## src/rtl/bhkvt_pkg.sv

```systemverilog
// Package for the bucketed hash key-value table: sizes, request and result types,
// status and operation codes, memory control struct and sequencer states.
// No dependencies.
`timescale 1ns / 1ps
`default_nettype none

package bhkvt_pkg;

  // Table geometry. Both counts are powers of two, so the bucket is the low key bits
  // and a slot index is the bucket followed by the way.
  localparam int NUM_BUCKETS = 1024;
  localparam int WAYS        = 4;
  localparam int SLOT_COUNT  = NUM_BUCKETS * WAYS;
  localparam int BUCKET_W    = $clog2(NUM_BUCKETS);
  localparam int WAY_W       = $clog2(WAYS);
  localparam int SLOT_W      = $clog2(SLOT_COUNT);

  // Field widths of the request and result.
  localparam int OP_W       = 2;
  localparam int KEY_W      = 64;
  localparam int VAL_W      = 64;
  localparam int STATUS_W   = 2;
  localparam int SLOT_OUT_W = 12;

  // Reserved key codes.
  localparam logic [KEY_W-1:0] KEY_EMPTY   = '0;
  localparam logic [KEY_W-1:0] KEY_DELETED = '1;

  // Operation codes; the unused code behaves as a lookup.
  localparam logic [OP_W-1:0] OP_LOOKUP = 2'd0;
  localparam logic [OP_W-1:0] OP_UPDATE = 2'd1;
  localparam logic [OP_W-1:0] OP_DELETE = 2'd2;

  // Status codes.
  localparam logic [STATUS_W-1:0] STAT_OK        = 2'd0;
  localparam logic [STATUS_W-1:0] STAT_NOT_FOUND = 2'd1;
  localparam logic [STATUS_W-1:0] STAT_INVALID   = 2'd2;
  localparam logic [STATUS_W-1:0] STAT_FULL      = 2'd3;

  typedef struct packed {
    logic [OP_W-1:0]  operation;
    logic [KEY_W-1:0] key;
    logic [VAL_W-1:0] value;
  } req_t;

  typedef struct packed {
    logic [STATUS_W-1:0]   status;
    logic [VAL_W-1:0]      value_res;
    logic [SLOT_OUT_W-1:0] slot;
  } rsp_t;

  // Control from the sequencer to the key and value memories.
  typedef struct packed {
    logic              key_we;
    logic              val_we;
    logic [SLOT_W-1:0] wr_addr;
    logic [SLOT_W-1:0] rd_addr;
  } mem_ctl_t;

  typedef enum logic [1:0] {
    S_CLEAR,
    S_IDLE,
    S_SCAN,
    S_DONE
  } state_t;

endpackage

`default_nettype wire

```

## src/rtl/bhkvt_seq.sv

```systemverilog
// Sequencer and shared way compare unit of the bucketed hash key-value table.
// Depends on bhkvt_pkg; drives the key and value memories built in the top level.
`timescale 1ns / 1ps
`default_nettype none

module bhkvt_seq (
  input  wire logic                      clk,
  input  wire logic                      rst,
  input  wire logic                      start,
  input  wire bhkvt_pkg::req_t           request,
  output logic                           busy,
  output logic                           done,
  output bhkvt_pkg::rsp_t                result,
  output bhkvt_pkg::mem_ctl_t            mem_ctl,
  output logic [bhkvt_pkg::KEY_W-1:0]    key_wdata,
  input  wire logic [bhkvt_pkg::KEY_W-1:0] key_rdata,
  input  wire logic [bhkvt_pkg::VAL_W-1:0] val_rdata
);

  bhkvt_pkg::state_t                   state, state_next;
  logic [bhkvt_pkg::SLOT_W-1:0]        clr_addr, clr_addr_next;
  logic [bhkvt_pkg::OP_W-1:0]          op, op_next;
  logic [bhkvt_pkg::KEY_W-1:0]         key, key_next;
  logic [bhkvt_pkg::VAL_W-1:0]         value, value_next;
  logic [bhkvt_pkg::WAY_W-1:0]         way, way_next;
  logic                                free_vld, free_vld_next;
  logic [bhkvt_pkg::WAY_W-1:0]         free_way, free_way_next;
  bhkvt_pkg::rsp_t                     rsp, rsp_next;

  logic                                accept;
  logic                                key_bad;
  logic [bhkvt_pkg::BUCKET_W-1:0]      bucket;
  logic [bhkvt_pkg::BUCKET_W-1:0]      req_bucket;
  logic [bhkvt_pkg::SLOT_W-1:0]        cur_addr;
  logic                                slot_empty;
  logic                                slot_del;
  logic                                slot_hit;
  logic                                last_way;
  logic                                free_here;
  logic [bhkvt_pkg::WAY_W-1:0]         ins_way;

  // Control registers; the request, way, free way and result registers are loaded without reset.
  always_ff @(posedge clk) begin
    if (rst) begin
      state    <= bhkvt_pkg::S_CLEAR;
      clr_addr <= '0;
      free_vld <= 1'b0;
    end else begin
      state    <= state_next;
      clr_addr <= clr_addr_next;
      free_vld <= free_vld_next;
    end
    op       <= op_next;
    key      <= key_next;
    value    <= value_next;
    way      <= way_next;
    free_way <= free_way_next;
    rsp      <= rsp_next;
  end

  // Request decode and the compare of the way that the key memory just returned.
  assign accept     = start && !busy;
  assign key_bad    = (request.key == bhkvt_pkg::KEY_EMPTY) ||
                      (request.key == bhkvt_pkg::KEY_DELETED);
  assign req_bucket = request.key[bhkvt_pkg::BUCKET_W-1:0];
  assign bucket     = key[bhkvt_pkg::BUCKET_W-1:0];
  assign cur_addr   = {bucket, way};
  assign slot_empty = key_rdata == bhkvt_pkg::KEY_EMPTY;
  assign slot_del   = key_rdata == bhkvt_pkg::KEY_DELETED;
  assign slot_hit   = key_rdata == key;
  assign last_way   = way == bhkvt_pkg::WAY_W'(bhkvt_pkg::WAYS - 1);
  assign free_here  = slot_empty || slot_del;
  assign ins_way    = free_vld ? free_way : way;

  assign busy   = (state == bhkvt_pkg::S_CLEAR) || (state == bhkvt_pkg::S_SCAN);
  assign done   = state == bhkvt_pkg::S_DONE;
  assign result = rsp;

  // Next state, memory control and result.
  always_comb begin
    state_next        = state;
    clr_addr_next     = clr_addr;
    op_next           = op;
    key_next          = key;
    value_next        = value;
    way_next          = way;
    free_vld_next     = free_vld;
    free_way_next     = free_way;
    rsp_next          = rsp;
    mem_ctl.key_we    = 1'b0;
    mem_ctl.val_we    = 1'b0;
    mem_ctl.wr_addr   = cur_addr;
    mem_ctl.rd_addr   = cur_addr;
    key_wdata         = key;

    unique case (state)
      // Sweep the key memory to empty after reset, one slot per cycle.
      bhkvt_pkg::S_CLEAR: begin
        mem_ctl.key_we  = 1'b1;
        mem_ctl.wr_addr = clr_addr;
        key_wdata       = bhkvt_pkg::KEY_EMPTY;
        clr_addr_next   = clr_addr + 1'b1;
        if (clr_addr == bhkvt_pkg::SLOT_W'(bhkvt_pkg::SLOT_COUNT - 1)) begin
          state_next = bhkvt_pkg::S_IDLE;
        end
      end

      // Waiting, or showing a result; both take a new request and read way 0.
      bhkvt_pkg::S_IDLE, bhkvt_pkg::S_DONE: begin
        state_next      = bhkvt_pkg::S_IDLE;
        mem_ctl.rd_addr = {req_bucket, bhkvt_pkg::WAY_W'(0)};
        if (accept) begin
          op_next       = request.operation;
          key_next      = request.key;
          value_next    = request.value;
          way_next      = '0;
          free_vld_next = 1'b0;
          if (key_bad) begin
            rsp_next   = '{status: bhkvt_pkg::STAT_INVALID, value_res: '0, slot: '0};
            state_next = bhkvt_pkg::S_DONE;
          end else begin
            state_next = bhkvt_pkg::S_SCAN;
          end
        end
      end

      // One way per cycle: compare it and read the next one.
      bhkvt_pkg::S_SCAN: begin
        way_next        = way + 1'b1;
        mem_ctl.rd_addr = {bucket, way_next};
        if (op == bhkvt_pkg::OP_UPDATE) begin
          if (free_here && !free_vld) begin
            free_vld_next = 1'b1;
            free_way_next = way;
          end
          priority if (slot_hit) begin
            // Existing key: overwrite its word.
            mem_ctl.val_we = 1'b1;
            rsp_next   = '{status: bhkvt_pkg::STAT_OK, value_res: value,
                           slot: bhkvt_pkg::SLOT_OUT_W'(cur_addr)};
            state_next = bhkvt_pkg::S_DONE;
          end else if (slot_empty || last_way) begin
            // No match in the bucket: fill the first free slot, if any.
            if (free_vld || free_here) begin
              mem_ctl.key_we  = 1'b1;
              mem_ctl.val_we  = 1'b1;
              mem_ctl.wr_addr = {bucket, ins_way};
              rsp_next = '{status: bhkvt_pkg::STAT_OK, value_res: value,
                           slot: bhkvt_pkg::SLOT_OUT_W'({bucket, ins_way})};
            end else begin
              rsp_next = '{status: bhkvt_pkg::STAT_FULL, value_res: '0, slot: '0};
            end
            state_next = bhkvt_pkg::S_DONE;
          end else begin
            state_next = bhkvt_pkg::S_SCAN;
          end
        end else begin
          priority if (slot_hit) begin
            // Found; a delete leaves a tombstone behind.
            if (op == bhkvt_pkg::OP_DELETE) begin
              mem_ctl.key_we = 1'b1;
              key_wdata      = bhkvt_pkg::KEY_DELETED;
            end
            rsp_next   = '{status: bhkvt_pkg::STAT_OK, value_res: val_rdata,
                           slot: bhkvt_pkg::SLOT_OUT_W'(cur_addr)};
            state_next = bhkvt_pkg::S_DONE;
          end else if (slot_empty || last_way) begin
            rsp_next   = '{status: bhkvt_pkg::STAT_NOT_FOUND, value_res: '0, slot: '0};
            state_next = bhkvt_pkg::S_DONE;
          end else begin
            state_next = bhkvt_pkg::S_SCAN;
          end
        end
      end

      default: begin
        state_next = bhkvt_pkg::S_CLEAR;
      end
    endcase
  end

endmodule

`default_nettype wire
```

## config.mk

```make
export PLATFORM = sky130hd
export DESIGN_NAME = bhkvt_seq
export DESIGN_NICKNAME = d
export VERILOG_FILES = /design/src/rtl/bhkvt_pkg.sv /design/src/rtl/bhkvt_seq.sv
export SDC_FILE = /design/constraint.sdc
export NUM_CORES = 1
export LEC_CHECK = 0
export BUFFER_PORTS_ARGS = -buffer_cell sky130_fd_sc_hd__buf_2
export CORE_AREA = 2 2 166 168
export DETAILED_ROUTE_END_ITERATION = 6
export DIE_AREA = 0 0 168 170
export GPL_TIMING_DRIVEN = 0
export PLACE_DENSITY = 0.64
export SYNTH_ARGS = -nofsm -noshare
export SYNTH_HDL_FRONTEND = slang
export SYNTH_SLANG_ARGS = --single-unit
```

## constraint.sdc

```tcl
create_clock -name clk -period 8.25 [get_ports clk]
set_input_delay 0.825 -clock clk [delete_from_list [all_inputs] [get_ports clk]]
set_output_delay 0.825 -clock clk [all_outputs]
set_load 0.02 [all_outputs]
```

==> results.py, run 1 <==
metrics = {
    "timing": {
        "min_period_over_period_pct": 56.1,
        "slew_headroom_pct": 44.6,
        "tns_ps": 0,
        "tightest_slew_ps": 829,
        "fin_skew_ps": 13.9,
        "min_period_ps": 4630,
        "setup_viol": 0,
        "whs_ps": 481,
        "rsz0062_at_grt": "no",
        "slew_viol_final": 0,
        "fmax_ghz": 0.216,
        "hold_viol": 0,
    },
    "placed_design": {
        "port_buffers": 430,
        "place_hpwl_um": 30800,
        "gp_congestion": 0.995,
    },
    "hold_path": {
        "min_path_type": "in2reg",
    },
    "final_layout": {
        "fill_cells": 2416,
        "final_nets": 1434,
        "seq_area_um2": 6670,
        "fin_util_pct": 50.6,
        "syn2layout_area_growth_pct": 34.1,
        "layout-drive-gt1-share_pct": 43.0,
        "multi_input_area_um2": 3170,
    },
    "route": {
        "first_pass_iters": 5,
        "ant_nets": 0,
        "viasPerCell": 5.41,
        "drt_iter0_drc": 608,
        "drcViolationCount": 0,
        "vias": 8281,
        "routed_wl_um": 38500,
        "wire_per_inst_um": 25.1,
    },
    "power_and_ir_drop": {
        "power_frac_comb_pct": 5.3,
        "powerDensity_nw_per_um2": 182,
        "switching_share_pct": 21.7,
        "leakagePower_nw": 5.56,
        "seq_power_share_pct": 50.9,
        "internal-power_w": 0.00193,
        "clkPwrFrac_pct": 43.8,
        "vdd_drop_max_mv": 0.124,
        "power.switching_w": 0.000534,
        "total_power_w": 0.00246,
    },
    "setup_path": {
        "cp_data_required_time_ps": 7420,
        "start_kind": "flip-flop",
        "cp_max_fo": 10,
        "path_class": "reg2out",
        "r2r_setup_slack_ps": 4900,
        "arrival_ps": 3800,
        "end_kind": "output pin",
    },
    "grt": {
        "overflow": 0,
        "grt_pass1_vias": 8253,
        "grt_pass1_wl_um": 54300,
        "grt_max_degree": 78,
        "track_usage_pct": 26.1,
        "antenna_found_initial": 2,
    },
    "logic_synthesis": {
        "yosysSeqAreaShare_pct": 66.3,
        "synth_ff_type": "edfxtp_1",
        "synth.distinct_cells": 43,
        "synth_warnings": 0,
        "syn-num-nets": 976,
        "syn_inst": 713,
        "synth_edf_count": 212,
        "synth_area_um2": 10100,
        "async_flop_share_pct": 0,
        "avgSynthCellArea_um2": 14.1,
        "ys_ff_latch": 227,
    },
    "cts": {
        "clock-root-buffer": "clkbuf_16",
        "cts_tree": "done",
        "path_clk_slew_ps": 70,
        "htreeDepth": 1,
        "clock-sinks": 227,
        "post-cts-setup-buffers": 0,
        "cts_hold_buf": 0,
        "cts_buffers": 24,
        "worstSkewPairLatency_ps": 520,
        "post_cts_resized": 0,
        "cts_buffer_depth": 3,
    },
    "die": {
        "die_y_um": 170,
        "die_w_um": 168,
        "placementRows": 60,
        "num_io_pins": 431,
        "coreArea_um2": 26700,
        "dieArea_um2": 28600,
        "start_util_pct": 37.7,
    },
    "run": {
        "cap_viol_max_count": 0,
    },
    "run_status": {
        "status": "completed",
    },
}
## state kept, by name, summed over array words and instances (netlist names)
register and flops:
clr_addr 12, result 78, state 2, free_way 2, free_vld 1, op 2
value 64, way 2, key 64
## critical path: stages, from the launching register on
cell,delay [ps]
edfxtp_1,450
xnor2_1,420
nand4_1,230
nor4_1,350
nand4_1,270
or2_4,330
nor3_4,640
buf_6,270
nand2b_1,120
buf_2,180
## power by group through the flow
stage,sequential [W],clock (W),combinational (W)
finish,0.00125,0.00108,0.000131
global route,0.00125,0.00114,0.000139
CTS,0.00125,0.00110,0.000130
detailed placement,0.00128,0,0.000129
global placement,0.00128,0,0.000129
floorplan,0.00128,0,0.0000266
## per-layer routing
layer	routed length [um]	global-route usage [%]	share of wire [%]
met3	3250	6.12	8.4
met4	1230	8.66	3.2
met1	14000	29.2	36
met5	0	0	0
met2	20000	48.8	52
## kinds of logic after synthesis
logic type	synth area share (%)
DFF	66.3
AOI/OAI and AO/OA	10.8
adders and majority gates	0.249
buffers and inverters	2.33
xor gates and xnor gates	6.53
and+or+nand+nor	12.6
muxes	1.22
## area by class of cell
class                      count  area share [%]
clock buffer                  25            4.64
multi-input combinational    449            23.5
inverter                       3           0.121
timing repair buffer         432            16.4
antenna                        1          0.0186
sequential                   227            49.4
clock inverter                19            1.14
tap                          341            3.16
buffer                        34            1.65
## cell usage in the layout, fill, tap and decap left out, types with 2 or more instances in the layout
master	count
or2_2	2
and2_1	13
xnor2_1	69
buf_2	437
nor2_1	19
inv_1	2
a22o_1	64
clkinvlp_4	3
nand2_1	49
clkinv_1	5
buf_16	2
xor2_1	6
nor3_1	4
a21o_1	55
dfxtp_1	15
clkinv_2	7
nor4_1	46
mux2_2	10
nand4_1	62
clkbuf_1	15
nand3_1	5
bufinv_16	2
edfxtp_1	212
clkbuf_16	25
a21oi_1	6
ha_1	2
o2bb2ai_1	2
inv_6	2
o21a_1	2
and3_1	2
nor2b_1	3
nand2b_1	11
buf_6	11
## final timing paths
kind | from | end | depth (start not counted)
worst max-delay path | key[24] | key_wdata[6] | 9
worst min register to register | clr_addr[1] | clr_addr[1] | 2
worst min-delay path | request[12] | value[12] | 1
worst max register to register | state[0] | result[45] | 6
## synth_stat cells, drive strengths merged (2+ instances only)
library cell	number	area, um^2
edfxtp	212	6370
xnor2	69	604
a22o	65	569
nand4	62	388
a21o	55	413
nand2	49	184
nor4	47	300
nor2	21	88.8
buf	19	166
clkbuf	15	56.3
dfxtp	15	300
and2	13	81.3
nand2b	12	82.6
mux2	10	113
a21oi	7	38.8
xor2	6	52.6
nand3	5	25.0
nor3	5	36.3
inv	3	11.3
nor2b	3	18.8
or2	3	21.3
and3	2	12.5
ha	2	25.0
o21a	2	15.0
o2bb2ai	2	17.5
## per-stage QoR
stage          std cells  instance area, um^2  worst slack, ps
6_report            1531                13500             3620
5_1_grt             1531                13500             3520
4_1_cts             1530                13500             3600
3_5_place_dp        1486                12700             3650
3_3_place_gp        1484                12600             -357
2_1_floorplan        713                10100             2150
(Power assumes the default switching activity.)
==> inputs of run 2 (changes only) <==
==> constraint.sdc (replaced) <==
create_clock -name clk -period 4.35 [get_ports clk]
set_input_delay 0.435 -clock clk [delete_from_list [all_inputs] [get_ports clk]]
set_output_delay 0.435 -clock clk [all_outputs]
set_load 0.02 [all_outputs]
==> results.py, run 2 (same netlist as run 1, synthesis figures left out) <==
metrics = {
    "final_layout": {
        "largest_reg_flops": 78,
        "layout_commonest_cell": "buf_2",
        "syn2layout_area_growth_pct": 34.5,
        "stdcell_area_um2": 13500,
        "final_nets": 1438,
        "layout-drive-gt1-share_pct": 42.6,
        "layout_common_cells": "buf_2 (437), edfxtp_1 (212), xnor2_1 (69)",
        "stdcell_count": 1537,
    },
    "setup_path": {
        "cp_max_fo": 10,
        "cp_data_required_time_ps": 3910,
        "path_class": "reg2out",
        "arrival_ps": 3810,
        "start_kind": "flip-flop",
        "end_kind": "output pin",
    },
    "placed_design": {
        "dp_cells": 1488,
        "pre_cts_slack_ps": 440,
        "place_hpwl_um": 30900,
        "port_buffers": 430,
        "gp_congestion": 0.939,
        "placed_area_um2": 12700,
    },
    "cts": {
        "cts_tree": "done",
        "worstSkewPairLatency_ps": 530,
        "htreeDepth": 1,
        "cts_hold_buf": 0,
        "post-cts-setup-buffers": 0,
        "clock-sinks": 227,
        "cts_buffers": 26,
        "path_clk_slew_ps": 60,
        "post_cts_resized": 0,
        "clock-root-buffer": "clkbuf_16",
        "cts_buffer_depth": 3,
    },
    "die": {
        "coreArea_um2": 26700,
        "die_y_um": 170,
        "die_w_um": 168,
        "start_util_pct": 37.7,
        "placementRows": 60,
        "num_io_pins": 431,
        "dieArea_um2": 28600,
    },
    "route": {
        "vias": 8242,
        "drcViolationCount": 0,
        "wire_per_inst_um": 25.1,
        "viasPerCell": 5.36,
        "drt_iter0_drc": 599,
        "routed_wl_um": 38600,
        "first_pass_iters": 5,
        "ant_nets": 0,
    },
    "grt": {
        "busiest_layer": "met2",
        "met1_usage_pct": 28.9,
        "grt_pass1_vias": 8366,
        "grt_pass1_wl_um": 53900,
        "overflow": 0,
        "track_usage_pct": 26.0,
        "grt_max_degree": 41,
        "antenna_found_initial": 8,
        "groute.layer.met2.usage_pct": 47.7,
        "grt.met3_usage_pct": 6.65,
    },
    "timing": {
        "slew_viol_final": 0,
        "fin_ws_ps": 108,
        "tightest_slew_ps": 1200,
        "hold_viol": 0,
        "rsz0062_at_grt": "no",
        "slew_headroom_pct": 19.2,
        "setup_viol": 0,
        "fin_skew_ps": 16.9,
        "min_period_over_period_pct": 97.5,
        "fmax_ghz": 0.236,
        "tns_ps": 0,
        "min_period_ps": 4240,
    },
    "power_and_ir_drop": {
        "vdd_drop_max_mv": 0.238,
        "powerDensity_nw_per_um2": 346,
        "leakagePower_nw": 5.59,
    },
    "run": {
        "cap_viol_max_count": 0,
    },
    "hold_path": {
        "min_path_type": "in2reg",
    },
    "run_status": {
        "status": "completed",
    },
}
## run 2: layer usage
metal,vias up,routed length (um),share of wire [%]
met4,4,1590,4.1
met1,3963,13800,36
met2,454,19700,51
met5,-,27,0.070
met3,86,3430,8.9
li1,3735,-,-
## run 2: power breakdown
part	switching (W)	leakage (nW)	internal (W)	total, W
Clock	0.000869	0.389	0.00119	0.00206
Combinational	0.000132	3.31	0.000117	0.000248
Sequential	0.00000336	1.89	0.00237	0.00238
## run 2: metrics by stage
| stage | hold slack [ps] | util, % | total power [W] |
|---|---|---|---|
| final | 86.8 | 50.8 | 0.00468 |
| after global routing | 72.8 | 50.8 | 0.00481 |
| after CTS | 69.2 | 50.7 | 0.00471 |
| after detailed placement | 492 | 47.8 | 0.00267 |
| after global placement | 487 | 47.4 | 0.00267 |
| after floorplan | 460 | - | 0.00247 |
## run 2: final cells by class
cell class	instances	area, um^2
antenna	3	7.51
clock buffer	33	698
buffer	34	223
multi-input combinational	449	3170
inverter	3	15.0
fill	2425	13100
tap	341	427
timing repair buffer	434	2230
clock inverter	13	92.6
sequential	227	6670
## run 2: path summary, 6_finish.rpt
kind,start,endpoint,slack [ps],cells after the start
max,key[13],key_wdata[61],110,9
min,request[23],value[23],90,1
max reg2reg,key[13],result[70],980,8
min reg2reg,clr_addr[1],clr_addr[1],510,2
## run 2: worst max-delay path, cell delays in order (launching register included)
cell      delay, ps
edfxtp_1        470
xnor2_1         340
nand4_1         190
nor4_1          440
nand4_1         300
or2_4           340
nor3_4          640
buf_6           260
a21o_1          120
buf_2           170
==> inputs of run 3 (changes only) <==
--- a/config.mk
+++ b/config.mk
@@ -10,7 +10,7 @@
 export DETAILED_ROUTE_END_ITERATION = 6
 export DIE_AREA = 0 0 168 170
 export GPL_TIMING_DRIVEN = 0
-export PLACE_DENSITY = 0.64
+export PLACE_DENSITY_LB_ADDON = 0.15
 export SYNTH_ARGS = -nofsm -noshare
 export SYNTH_HDL_FRONTEND = slang
 export SYNTH_SLANG_ARGS = --single-unit
==> results.py, run 3 (same netlist as run 1, synthesis figures left out) <==
metrics = {
    "timing": {
        "fin_ws_ps": 255,
        "hold_viol": 0,
        "fin_skew_ps": 15.1,
        "min_period_over_period_pct": 94.1,
        "slew_headroom_pct": 46.9,
        "setup_viol": 0,
        "tightest_slew_ps": 793,
        "min_period_ps": 4090,
        "slew_viol_final": 0,
        "fmax_ghz": 0.244,
        "rsz0062_at_grt": "no",
    },
    "placed_design": {
        "place_hpwl_um": 29100,
        "port_buffers": 430,
        "pre_cts_slack_ps": 525,
        "dp_cells": 1488,
        "gp_congestion": 0.904,
    },
    "route": {
        "routed_wl_um": 36500,
        "ant_nets": 0,
        "first_pass_iters": 5,
        "drt_iter0_drc": 580,
        "vias": 8247,
        "drcViolationCount": 0,
        "wire_per_inst_um": 23.7,
        "viasPerCell": 5.35,
    },
    "final_layout": {
        "stdcell_count": 1541,
        "syn2layout_area_growth_pct": 35.7,
        "layout-drive-gt1-share_pct": 42.9,
        "final_nets": 1438,
        "layout_common_cells": "buf_2 (437), edfxtp_1 (212), xnor2_1 (69)",
        "largest_reg_flops": 78,
        "layout_commonest_cell": "buf_2",
    },
    "grt": {
        "grt_pass1_vias": 8151,
        "overflow": 0,
        "track_usage_pct": 24.4,
        "grt_max_degree": 63,
        "antenna_found_initial": 6,
        "grt_pass1_wl_um": 51200,
    },
    "hold_path": {
        "hold_start": "request[15]",
        "hold_end": "value[15]",
        "min_path_type": "in2reg",
        "holdPathStages": 1,
    },
    "setup_path": {
        "rr_startpoint": "key[53]",
        "r2r_setup_slack_ps": 1250,
        "worstRegToRegCells": 8,
        "worstReg2RegEnd": "result[49]",
        "cp_data_required_time_ps": 3910,
        "start_kind": "flip-flop",
        "crit_path_frequent_cell": "nand4_1",
        "critPathSlowestCell": "nor3_4",
        "end_kind": "output pin",
        "path_class": "reg2out",
        "arrival_ps": 3660,
        "slowest_delay_ps": 610,
        "crit_chain": "xnor2_1 > nand4_1 > nor4_1 > nand4_1 > or2_4 > nor3_4 > buf_6 > a21o_1 > buf_2",
        "cp_max_fo": 10,
    },
    "die": {
        "dieArea_um2": 28600,
        "start_util_pct": 37.7,
        "die_w_um": 168,
        "num_io_pins": 431,
        "placementRows": 60,
        "die_y_um": 170,
        "coreArea_um2": 26700,
    },
    "run": {
        "cap_viol_max_count": 0,
    },
    "cts": {
        "post-cts-setup-buffers": 0,
        "path_clk_slew_ps": 60,
        "post_cts_resized": 0,
        "worstSkewPairLatency_ps": 520,
        "cts_hold_buf": 0,
        "htreeDepth": 1,
        "cts_tree": "done",
        "clock-sinks": 227,
        "clock-root-buffer": "clkbuf_16",
        "cts_buffer_depth": 3,
        "cts_buffers": 26,
    },
    "power_and_ir_drop": {
        "leakagePower_nw": 5.64,
        "powerDensity_nw_per_um2": 361,
        "total_power_w": 0.00493,
        "vdd_drop_max_mv": 0.277,
    },
    "run_status": {
        "status": "completed",
    },
}
## run 3: cell types whose count changed in the layout (fill, tap and decap cells not counted), sizes merged
cell | previous run | this run
bufinv | 1 | 5
clkbuf | 48 | 45
clkinvlp | 1 | 3
diode | 3 | 5
inv | 3 | 2
## run 3: per-stage QoR
step                setup TNS (ps)  hold slack (ps)  cell area (um^2)  util [%]
floorplan                        0              460             10100         -
global placement            -82750              482             12600      47.4
detailed placement               0              494             12700      47.8
CTS                              0             62.1             13600      51.2
global route                     0             58.0             13600      51.2
finish                           0             81.3             13700      51.2
## run 3: layout make-up
class,count,area [um^2]
fillers,2391,13000
diodes,5,12.5
multi-input cells,449,3170
plain buffers,34,223
clock inverters,18,213
flip-flops and latches,227,6670
well taps,341,427
inverters,3,15.0
clock buffers,30,687
repair buffers,434,2240
## run 3: report_power, final
| part | total, W | internal [W] | switching, W |
|---|---|---|---|
| clock | 0.00231 | 0.00142 | 0.000892 |
| sequential | 0.00238 | 0.00237 | 0.00000321 |
| combinational | 0.000244 | 0.000117 | 0.000127 |
| total | 0.00493 | 0.00391 | 0.00102 |
## run 3: how the worst max path moves through the flow
stage,startpoint,to,slack [ps]
2_1_floorplan,state[0],result[0],550
3_3_place_gp,state[0],result[47],-1050
3_5_place_dp,key_rdata[53],key_wdata[38],520
4_1_cts,key[53],key_wdata[38],130
5_1_grt,key[53],key_wdata[38],90
6_report,key[53],key_wdata[38],260
## run 3: per-layer routing
| layer | share of wire, % | wire (um) | GRT usage (%) | up-vias |
|---|---|---|---|---|
| met5 | 0.074 | 27 | 0 | - |
| met4 | 3.1 | 1150 | 8.32 | 4 |
| met3 | 10 | 3720 | 6.98 | 77 |
| met2 | 50 | 18300 | 44.4 | 485 |
| met1 | 37 | 13300 | 27.3 | 3938 |
| li1 | - | - | - | 3743 |
## run 3: worst max-delay path: cells and delay by family, from the launching register on
kind / cells / cell delay, ps
compound gates: 1 / 140
xor+xnor: 1 / 340
buf+inv: 2 / 420
flops: 1 / 410
simple gates: 5 / 1810
